<file path="src/rtl/core/cpgg_pkg.sv">
// Shared types, constants and microcode program of the cubic planar graph grower.
// Used by the channel interfaces, the sequencer, the datapath and the top level.
package cpgg_pkg;

  localparam int unsigned MaxNodes    = 512;
  localparam int unsigned NodeFieldW  = 9;
  localparam int unsigned CountFieldW = 10;
  localparam int unsigned StepW       = 5;

  typedef logic [1:0]             op_t;
  typedef logic [1:0]             slot_t;
  typedef logic [1:0]             status_t;
  typedef logic [NodeFieldW-1:0]  node_field_t;
  typedef logic [CountFieldW-1:0] count_field_t;
  typedef logic [StepW-1:0]       step_t;

  localparam op_t OP_GROW    = 2'd0;
  localparam op_t OP_READ    = 2'd1;
  localparam op_t OP_RESTART = 2'd2;

  localparam slot_t SLOT_NONE = 2'd3;

  localparam status_t STAT_OK    = 2'd0;
  localparam status_t STAT_RANGE = 2'd1;
  localparam status_t STAT_FULL  = 2'd2;

  // Program addresses
  localparam step_t STEP_IDLE   = 5'd0;
  localparam step_t STEP_G0     = 5'd1;
  localparam step_t STEP_G1     = 5'd2;
  localparam step_t STEP_G2     = 5'd3;
  localparam step_t STEP_G3     = 5'd4;
  localparam step_t STEP_G4     = 5'd5;
  localparam step_t STEP_G5     = 5'd6;
  localparam step_t STEP_G6     = 5'd7;
  localparam step_t STEP_G7     = 5'd8;
  localparam step_t STEP_G8     = 5'd9;
  localparam step_t STEP_G9     = 5'd10;
  localparam step_t STEP_G10    = 5'd11;
  localparam step_t STEP_R0     = 5'd12;
  localparam step_t STEP_R1     = 5'd13;
  localparam step_t STEP_ERANGE = 5'd14;
  localparam step_t STEP_EFULL  = 5'd15;
  localparam step_t STEP_K0     = 5'd16;
  localparam step_t STEP_K1     = 5'd17;
  localparam step_t STEP_K2     = 5'd18;
  localparam step_t STEP_K3     = 5'd19;
  localparam step_t STEP_KEND   = 5'd20;
  localparam step_t STEP_KEMIT  = 5'd21;
  localparam step_t STEP_LAST   = STEP_KEMIT;

  typedef enum logic [4:0] {
    A_NOP,
    A_LATCH,
    A_RD_U,
    A_GET_V,
    A_RD_V,
    A_GET_W,
    A_RD_W,
    A_WR_U,
    A_WR_W,
    A_WR_V,
    A_WR_A,
    A_WR_B,
    A_RD_R,
    A_K4,
    A_INIT_DONE,
    A_EMIT_GROW,
    A_EMIT_READ,
    A_EMIT_RANGE,
    A_EMIT_FULL,
    A_EMIT_OK
  } act_e;

  typedef enum logic [3:0] {
    C_NEXT,
    C_ALWAYS,
    C_DISPATCH,
    C_RANGE,
    C_FULL,
    C_V_BAD,
    C_W_BAD,
    C_R_BAD,
    C_INIT
  } cond_e;

  typedef struct packed {
    act_e       act;
    cond_e      cond;
    step_t      target;
    logic [1:0] k_row;
  } uword_t;

  typedef struct packed {
    logic in_valid;
    op_t  op;
    logic range_bad;
    logic full;
    logic v_bad;
    logic w_bad;
    logic r_bad;
    logic out_busy;
  } flags_t;

  function automatic uword_t ucode(step_t s);
    uword_t uw;
    uw = '{act: A_NOP, cond: C_ALWAYS, target: STEP_IDLE, k_row: 2'd0};
    unique case (s)
      STEP_IDLE:   uw = '{A_LATCH,      C_DISPATCH, STEP_IDLE,   2'd0};
      STEP_G0:     uw = '{A_RD_U,       C_RANGE,    STEP_ERANGE, 2'd0};
      STEP_G1:     uw = '{A_GET_V,      C_FULL,     STEP_EFULL,  2'd0};
      STEP_G2:     uw = '{A_RD_V,       C_V_BAD,    STEP_ERANGE, 2'd0};
      STEP_G3:     uw = '{A_GET_W,      C_NEXT,     STEP_IDLE,   2'd0};
      STEP_G4:     uw = '{A_RD_W,       C_W_BAD,    STEP_ERANGE, 2'd0};
      STEP_G5:     uw = '{A_WR_U,       C_NEXT,     STEP_IDLE,   2'd0};
      STEP_G6:     uw = '{A_WR_W,       C_NEXT,     STEP_IDLE,   2'd0};
      STEP_G7:     uw = '{A_WR_V,       C_NEXT,     STEP_IDLE,   2'd0};
      STEP_G8:     uw = '{A_WR_A,       C_NEXT,     STEP_IDLE,   2'd0};
      STEP_G9:     uw = '{A_WR_B,       C_NEXT,     STEP_IDLE,   2'd0};
      STEP_G10:    uw = '{A_EMIT_GROW,  C_ALWAYS,   STEP_IDLE,   2'd0};
      STEP_R0:     uw = '{A_RD_R,       C_R_BAD,    STEP_ERANGE, 2'd0};
      STEP_R1:     uw = '{A_EMIT_READ,  C_ALWAYS,   STEP_IDLE,   2'd0};
      STEP_ERANGE: uw = '{A_EMIT_RANGE, C_ALWAYS,   STEP_IDLE,   2'd0};
      STEP_EFULL:  uw = '{A_EMIT_FULL,  C_ALWAYS,   STEP_IDLE,   2'd0};
      STEP_K0:     uw = '{A_K4,         C_NEXT,     STEP_IDLE,   2'd0};
      STEP_K1:     uw = '{A_K4,         C_NEXT,     STEP_IDLE,   2'd1};
      STEP_K2:     uw = '{A_K4,         C_NEXT,     STEP_IDLE,   2'd2};
      STEP_K3:     uw = '{A_K4,         C_NEXT,     STEP_IDLE,   2'd3};
      STEP_KEND:   uw = '{A_INIT_DONE,  C_INIT,     STEP_IDLE,   2'd0};
      STEP_KEMIT:  uw = '{A_EMIT_OK,    C_ALWAYS,   STEP_IDLE,   2'd0};
      default:     uw = '{A_NOP,        C_ALWAYS,   STEP_IDLE,   2'd0};
    endcase
    return uw;
  endfunction

  function automatic step_t dispatch(op_t op);
    step_t s;
    unique case (op)
      OP_GROW:    s = STEP_G0;
      OP_READ:    s = STEP_R0;
      OP_RESTART: s = STEP_K0;
      default:    s = STEP_ERANGE;
    endcase
    return s;
  endfunction

  function automatic logic is_emit(act_e a);
    logic e;
    case (a) inside
      A_EMIT_GROW, A_EMIT_READ, A_EMIT_RANGE, A_EMIT_FULL, A_EMIT_OK: e = 1'b1;
      default: e = 1'b0;
    endcase
    return e;
  endfunction

  // K4 rotation: 0:{2,1,3} 1:{0,2,3} 2:{3,1,0} 3:{0,1,2}
  function automatic logic [1:0] k4_node(logic [1:0] row, logic [1:0] slot);
    logic [5:0] r;
    unique case (row)
      2'd0:    r = {2'd3, 2'd1, 2'd2};
      2'd1:    r = {2'd3, 2'd2, 2'd0};
      2'd2:    r = {2'd0, 2'd1, 2'd3};
      default: r = {2'd2, 2'd1, 2'd0};
    endcase
    return r[slot*2 +: 2];
  endfunction

endpackage

</file>
<file path="src/rtl/core/cpgg_sequencer.sv">
// Microcode sequencer: step counter, program ROM, branch and dispatch logic.
// Depends on cpgg_pkg for the control word, flag struct and program.
module cpgg_sequencer (
  input  logic            clk_i,
  input  logic            rst_ni,
  input  cpgg_pkg::flags_t flags_i,
  output cpgg_pkg::uword_t ctl_o
);
  import cpgg_pkg::*;

  step_t  step_q, step_d;
  logic   init_q, init_d;
  uword_t uw;
  logic   cond_hit;

  assign uw    = ucode(step_q);
  assign ctl_o = uw;

  always_comb begin
    unique case (uw.cond)
      C_RANGE: cond_hit = flags_i.range_bad;
      C_FULL:  cond_hit = flags_i.full;
      C_V_BAD: cond_hit = flags_i.v_bad;
      C_W_BAD: cond_hit = flags_i.w_bad;
      C_R_BAD: cond_hit = flags_i.r_bad;
      C_INIT:  cond_hit = init_q;
      default: cond_hit = 1'b0;
    endcase
  end

  always_comb begin
    step_d = step_q;
    init_d = init_q;
    if (uw.act == A_INIT_DONE) begin
      init_d = 1'b0;
    end
    if (is_emit(uw.act) && flags_i.out_busy) begin
      step_d = step_q;  // hold until the result register frees up
    end else begin
      unique case (uw.cond)
        C_NEXT:     step_d = step_q + step_t'(1);
        C_ALWAYS:   step_d = uw.target;
        C_DISPATCH: step_d = flags_i.in_valid ? dispatch(flags_i.op) : step_q;
        default:    step_d = cond_hit ? uw.target : step_q + step_t'(1);
      endcase
    end
  end

  // After reset, run the K4 load program before accepting requests
  always_ff @(posedge clk_i or negedge rst_ni) begin
    if (!rst_ni) begin
      step_q <= STEP_K0;
      init_q <= 1'b1;
    end else begin
      step_q <= step_d;
      init_q <= init_d;
    end
  end

`ifndef ASSERT_OFF
  a_step_in_program: assert property (@(posedge clk_i) disable iff (!rst_ni)
    step_q <= STEP_LAST) else $error("step counter left the program");
  a_init_in_load: assert property (@(posedge clk_i) disable iff (!rst_ni)
    init_q |-> (step_q >= STEP_K0 && step_q <= STEP_KEND))
    else $error("initial load left the K4 program");
  a_emit_hold: assert property (@(posedge clk_i) disable iff (!rst_ni)
    (is_emit(uw.act) && flags_i.out_busy) |=> $stable(step_q))
    else $error("step advanced while result register was busy");
`endif

endmodule

</file>
<file path="config.mk">
export PLATFORM = sky130hd
export DESIGN_NAME = cpgg_sequencer
export DESIGN_NICKNAME = d
export VERILOG_FILES = /design/src/rtl/core/cpgg_pkg.sv /design/src/rtl/core/cpgg_sequencer.sv
export SDC_FILE = /design/constraint.sdc
export NUM_CORES = 1
export LEC_CHECK = 0
export BUFFER_PORTS_ARGS = -buffer_cell sky130_fd_sc_hd__buf_2
export CORE_ASPECT_RATIO = 0.75
export CORE_MARGIN = 2
export CORE_UTILIZATION = 40
export CTS_CLUSTER_DIAMETER = 80
export CTS_CLUSTER_SIZE = 8
export DETAILED_ROUTE_END_ITERATION = 8
export PLACE_DENSITY = 0.69
export SYNTH_ARGS = -nofsm -noshare
export SYNTH_HDL_FRONTEND = slang
export SYNTH_SLANG_ARGS = --single-unit
</file>
<file path="constraint.sdc">
create_clock -name clk_i -period 5.95 [get_ports clk_i]
set_input_delay 0.595 -clock clk_i [delete_from_list [all_inputs] [get_ports clk_i]]
set_output_delay 0.595 -clock clk_i [all_outputs]
set_load 0.02 [all_outputs]
</file>
## After elaboration in Yosys (flattened, before gate mapping)

Memory sizes are Yosys's and may differ from the RTL's.
Cells that the tools add are included.
W data, S select, Z words.

| word-level totals | value |
|---|---|
| flip-flop bits (word level) | 6 |
| ROM bits | 480 |
| input port bits | 11 |
| output and inout port bits | 16 |
| logic and storage cells | 33 |
| memories kept | 1 |

| operators by class | value |
|---|---|
| add/subtract/negate cells | 1 |
| equality and inequality tests | 17 |
| mux-type cells | 6 |
| bitwise logic cells | 1 |
| reduce and logical (&&, ||, !) cells | 5 |

Memory list:

| memory | depth | bits a word | rd ports | clocked after Yosys merged registers in | wr ports | line | RTL |
|---|---|---|---|---|---|---|---|
| (name not given) | 32 | 15 | 1 | 0 | 0 | cpgg_pkg.sv:108 | `unique case (s)` |

Operators by type and width:

| operator | number |
|---|---|
| $pmux W5 S3 | 2 |
| $eq A5 B5 Y1 const B | 4 |
| $eq A4 B3 Y1 const B | 4 |
| $eq A5 B4 Y1 const B | 2 |
| $mux W5 | 2 |
| $eq A4 B2 Y1 const B | 2 |
| $pmux W1 S6 | 1 |
| $add A5 B1 Y5 const B | 1 |
| $reduce_or A5 Y1 | 1 |
| $eq A4 B1 Y1 const B | 1 |
| $eq A4 B4 Y1 const B | 1 |
| $logic_not A4 Y1 | 1 |
| $eq A2 B1 Y1 const B | 1 |
| $eq A2 B2 Y1 const B | 1 |
| $logic_not A2 Y1 | 1 |
| $ne A2 B2 Y1 const B | 1 |
| $reduce_and A2 Y1 | 1 |
| $logic_and A1 B1 Y1 | 1 |
| $mux W1 | 1 |
| $not A1 Y1 | 1 |

## Longest topological paths before layout

An unclocked memory read counts as a cell.

| logic depth | value |
|---|---|
| depth in word-level cells | 7 |
| depth in mapped cells | 12 |
| depth with buffers taken out | 11 |

## Least setup slack after synthesis

OpenSTA, ideal clock, no wires.

| timing path | value |
|---|---|
| kind | register to register |
| start point | register step_q[0] |
| end point | register step_q[0] |
| library setup time | 0.130 ns |
| arrival | 2.546 ns |
| data required time | 5.820 ns |
| slack | 3.274 ns |
| stages on the path, launching flop included | 10 |
| buffers on the path | 0 |
| clock period less this slack | 2.676 ns |
| cell sequence | dfrtp_1 > inv_1 > ha_1 > mux2i_1 > o21ai_0 > a32oi_2 > o22ai_4 > mux2_4 > a211oi_2 > a211oi_2 |

RTL lines:

| what | line | RTL |
|---|---|---|
| start, declared | cpgg_sequencer.sv:11 | `step_t step_q, step_d;` |
| start signal, assigned | cpgg_sequencer.sv:55 | `step_q <= step_d;` |

## Final worst setup path

| timing path | value |
|---|---|
| start point | register step_q[0] |
| end point | register step_q[0] |

| on the way | value |
|---|---|
| longest elaborated chain between the ends | 7 |
| elaborated cells between the ends (all ways) | 25 |
| those cells by class | 1 x add/sub; 14 x eq/ne; 4 x mux; 1 x bitwise; 4 x reduce/logical; 1 x memory |

Ends and longest elaborated chain:

| what |
|---|
| parallel branches: the longest is 7 deep, another holds $mem_v2 Z32 W15 |

Several ways; the timed one is not identified.
A chain may end at the register's enable or synchronous reset.

==> impl_metrics.csv <==
group,metric,value,unit
clocking,clk_latency,0.22,ns
critical_path,cpPeakStageDelay,0.61,ns
synthesis,ys_types,53,
worst_hold_path,worstHoldPathType,"in2async",
grt,overflow,0,
route,wl_per_cell,15.04,um
place,pre_cts_slack,2.891,ns
job,cap_violations,0,
route,firstDrtPassIters,4,
synthesis,ys_ff_latch,6,
die,core-area,2663,um^2
clocking,postCtsSetupBuffers,0,
timing,fmax,322.6,MHz
grt,grt_pass1_vias,1063,
synthesis,synth_edf_count,0,
run_status,status,"finished, final reports clean",
route,drtAntennaViolNets,0,
die,die_area,3290,um^2
synthesis,synthArstFlopShare,100.0,%
critical_path,start_kind,"flip-flop",
synthesis,synthCells,143,
grt,grt_first_pass_wirelength,4.843,mm
clocking,cts_tree,"yes",
timing,hold_violations,0,
clocking,cts_sinks,6,
timing,relSlewSlack,42.81,%
place,dp_hpwl,2.253,mm
final_layout,drive_above_1_share,28.13,%
place,place_congestion,0.9128,
timing,final.setup.worst_slack,2.850,ns
final_layout,final_cell_mix,"25 x buf_2, 16 x nor2_1, 10 x nand2b_1, 9 x ha_1, 8 x a21oi_1",
place,place_area,1219,um^2
synthesis,synth_nets,163,
timing,setup_violations,0,
grt,grt_max_degree,25,
timing,worstMarginPinSlew,0.8578,ns
timing,clock_skew,0.002627,ns
grt,grt_use_total,18.90,%
final_layout,fillers,273,
critical_path,critPathSlowestCell,"o21ai_1",
clocking,cts_buffers,3,
final_layout,final_nets,181,
final_layout,stdcell_area,1264,um^2
clocking,cts_buffer_depth,2,
die,top_level_ports,27,
critical_path,end_kind,"flip-flop",
route,vias,1147,
die,start_util,42.72,%
die,rows,16,
synthesis,synth_area_per_cell,7.953,um^2
clocking,clkTransAtPathRegs,0.04,ns
clocking,cts-hold-fix-buffers,0,
critical_path,crit_type,"reg2reg",
final_layout,layout_commonest_cell,"buf_2",
route,drcViolationCount,0,
timing,rsz0062_at_grt,"no",
timing,tns,0,ns
critical_path,arrival,3.23,ns
critical_path,critPathRequiredTime,6.09,ns
clocking,root_buffer,"clkbuf_8",
clocking,cts-resized-gates,0,
route,drt_iter0_markers,133,
grt,antenna_found_initial,0,
synthesis,ys.warnings.count,0,
route,vias_per_cell,5.852,
synthesis,ys.flop_type,"dfrtp_1",
critical_path,crit_chain,"inv_1 > ha_1 > mux2i_1 > o21ai_1 > nand2_1 > nor2_1 > a22o_1 > nor2_1 > a211oi_2",
timing,drv_slew,0,
synthesis,synth_area,1137,um^2
timing,post-route-period-util,52.09,%
place,io_buffers,25,
clocking,htree_levels,1,
die,die_y,50.18,um
synthesis,yosysSeqAreaShare,13.42,%
critical_path,critPathMaxFanout,11,
final_layout,area.growth.synth_to_final,11.11,%
critical_path,cpMostUsedCell,"nor2_1",
timing,finalCriticalPeriod,3.100,ns
final_layout,n_antenna_cell,0,
route,drt-total-wl,2.947,mm
die,die_w,65.57,um
-- area by class of cell --
type / count / area, um^2 / area share [%]
sequential: 6 / 152.6 / 12.08
inverter: 7 / 26.28 / 2.079
clock buffer: 4 / 45.04 / 3.564
timing repair buffer: 25 / 125.1 / 9.901
tap: 36 / 45.04 / 3.564
multi-input combinational: 118 / 869.6 / 68.81
-- path summary, 6_finish.rpt --
check                                            from                    end  slack, ns  cells after the start
max in group asynchronous                      rst_ni     init_q$_DFFE_PN1N_       5.54                      1
min in group clk_i                 init_q$_DFFE_PN1N_     init_q$_DFFE_PN1N_       0.47                      1
worst max register to register  step_q[0]$_DFFE_PN0P_  step_q[0]$_DFFE_PN0P_       2.85                      9
worst min register to register     init_q$_DFFE_PN1N_     init_q$_DFFE_PN1N_       0.47                      1
worst max-delay path            step_q[0]$_DFFE_PN0P_  step_q[0]$_DFFE_PN0P_       2.85                      9
worst min-delay path                           rst_ni  step_q[3]$_DFFE_PN0P_       0.19                      1
-- per-layer routing --
metal	share of wire (%)	up-vias	global-route usage [%]	routed length (um)
met5	0	-	0	0
met4	1.5	0	7.986	44
met3	8.1	4	4.260	238
met2	48	55	29.76	1419
met1	42	535	24.90	1243
li1	-	553	-	-
-- stage by stage --
step,hold WS [ns],instances,util (%)
after detailed placement,0.4240,192,45.77
after CTS,0.1859,196,47.46
final,0.1892,196,47.46
after global routing,0.1898,196,47.46
after floorplan,0.2994,143,-
after global placement,0.4209,192,45.77
-- worst max-delay path, delay by kind of cell (launching register included) --
family,cells,cell delay [ns]
simple gates,3,0.51
compound gates,3,1.23
fa+ha+maj,1,0.34
flops,1,0.52
buf+inv,1,0.25
mux,1,0.16
-- registers in the layout (all words and copies together), names as in the netlist --
signal	flops
step_q	5
init_q	1
-- Yosys cell counts, drive strengths merged, types with 2 or more instances --
cell type  count  area share, %
and3           2            1.1
a21boi         2            1.3
mux2           2            2.3
dfrtp          4            8.8
ha             9            9.9
nor3           5            2.2
buf           12            7.8
and2           4            2.4
o21ai          9            4.3
nand2b        10            5.5
nand2          7            2.3
o21a           3            2.0
or3b           2            1.5
inv            7            2.3
a211oi         3            3.3
xor2           2            1.5
a31oi          2            1.1
nand3b         3            2.0
nor2          16            5.3
dfstp          2            4.6
a21oi          9            4.3
o22ai          3            2.9
nand3          4            1.8
-- cell families (layout without fill, tap and decap cells) --
logic type | Yosys count | in the layout | share of synthesized area [%]
AOI/OAI and AO/OA | 43 | 43 | 31.69
xor gates and xnor gates | 3 | 3 | 2.311
adders and majority gates | 9 | 9 | 9.901
buffers and inverters | 19 | 36 | 10.12
DFF | 6 | 6 | 13.42
muxes | 3 | 3 | 3.190
other | 1 | 1 | 0.3297
and+or+nand+nor | 59 | 59 | 29.04
Power is not shown: default switching activity piles up to over one toggle a cycle in this logic, so the estimate is an artifact.
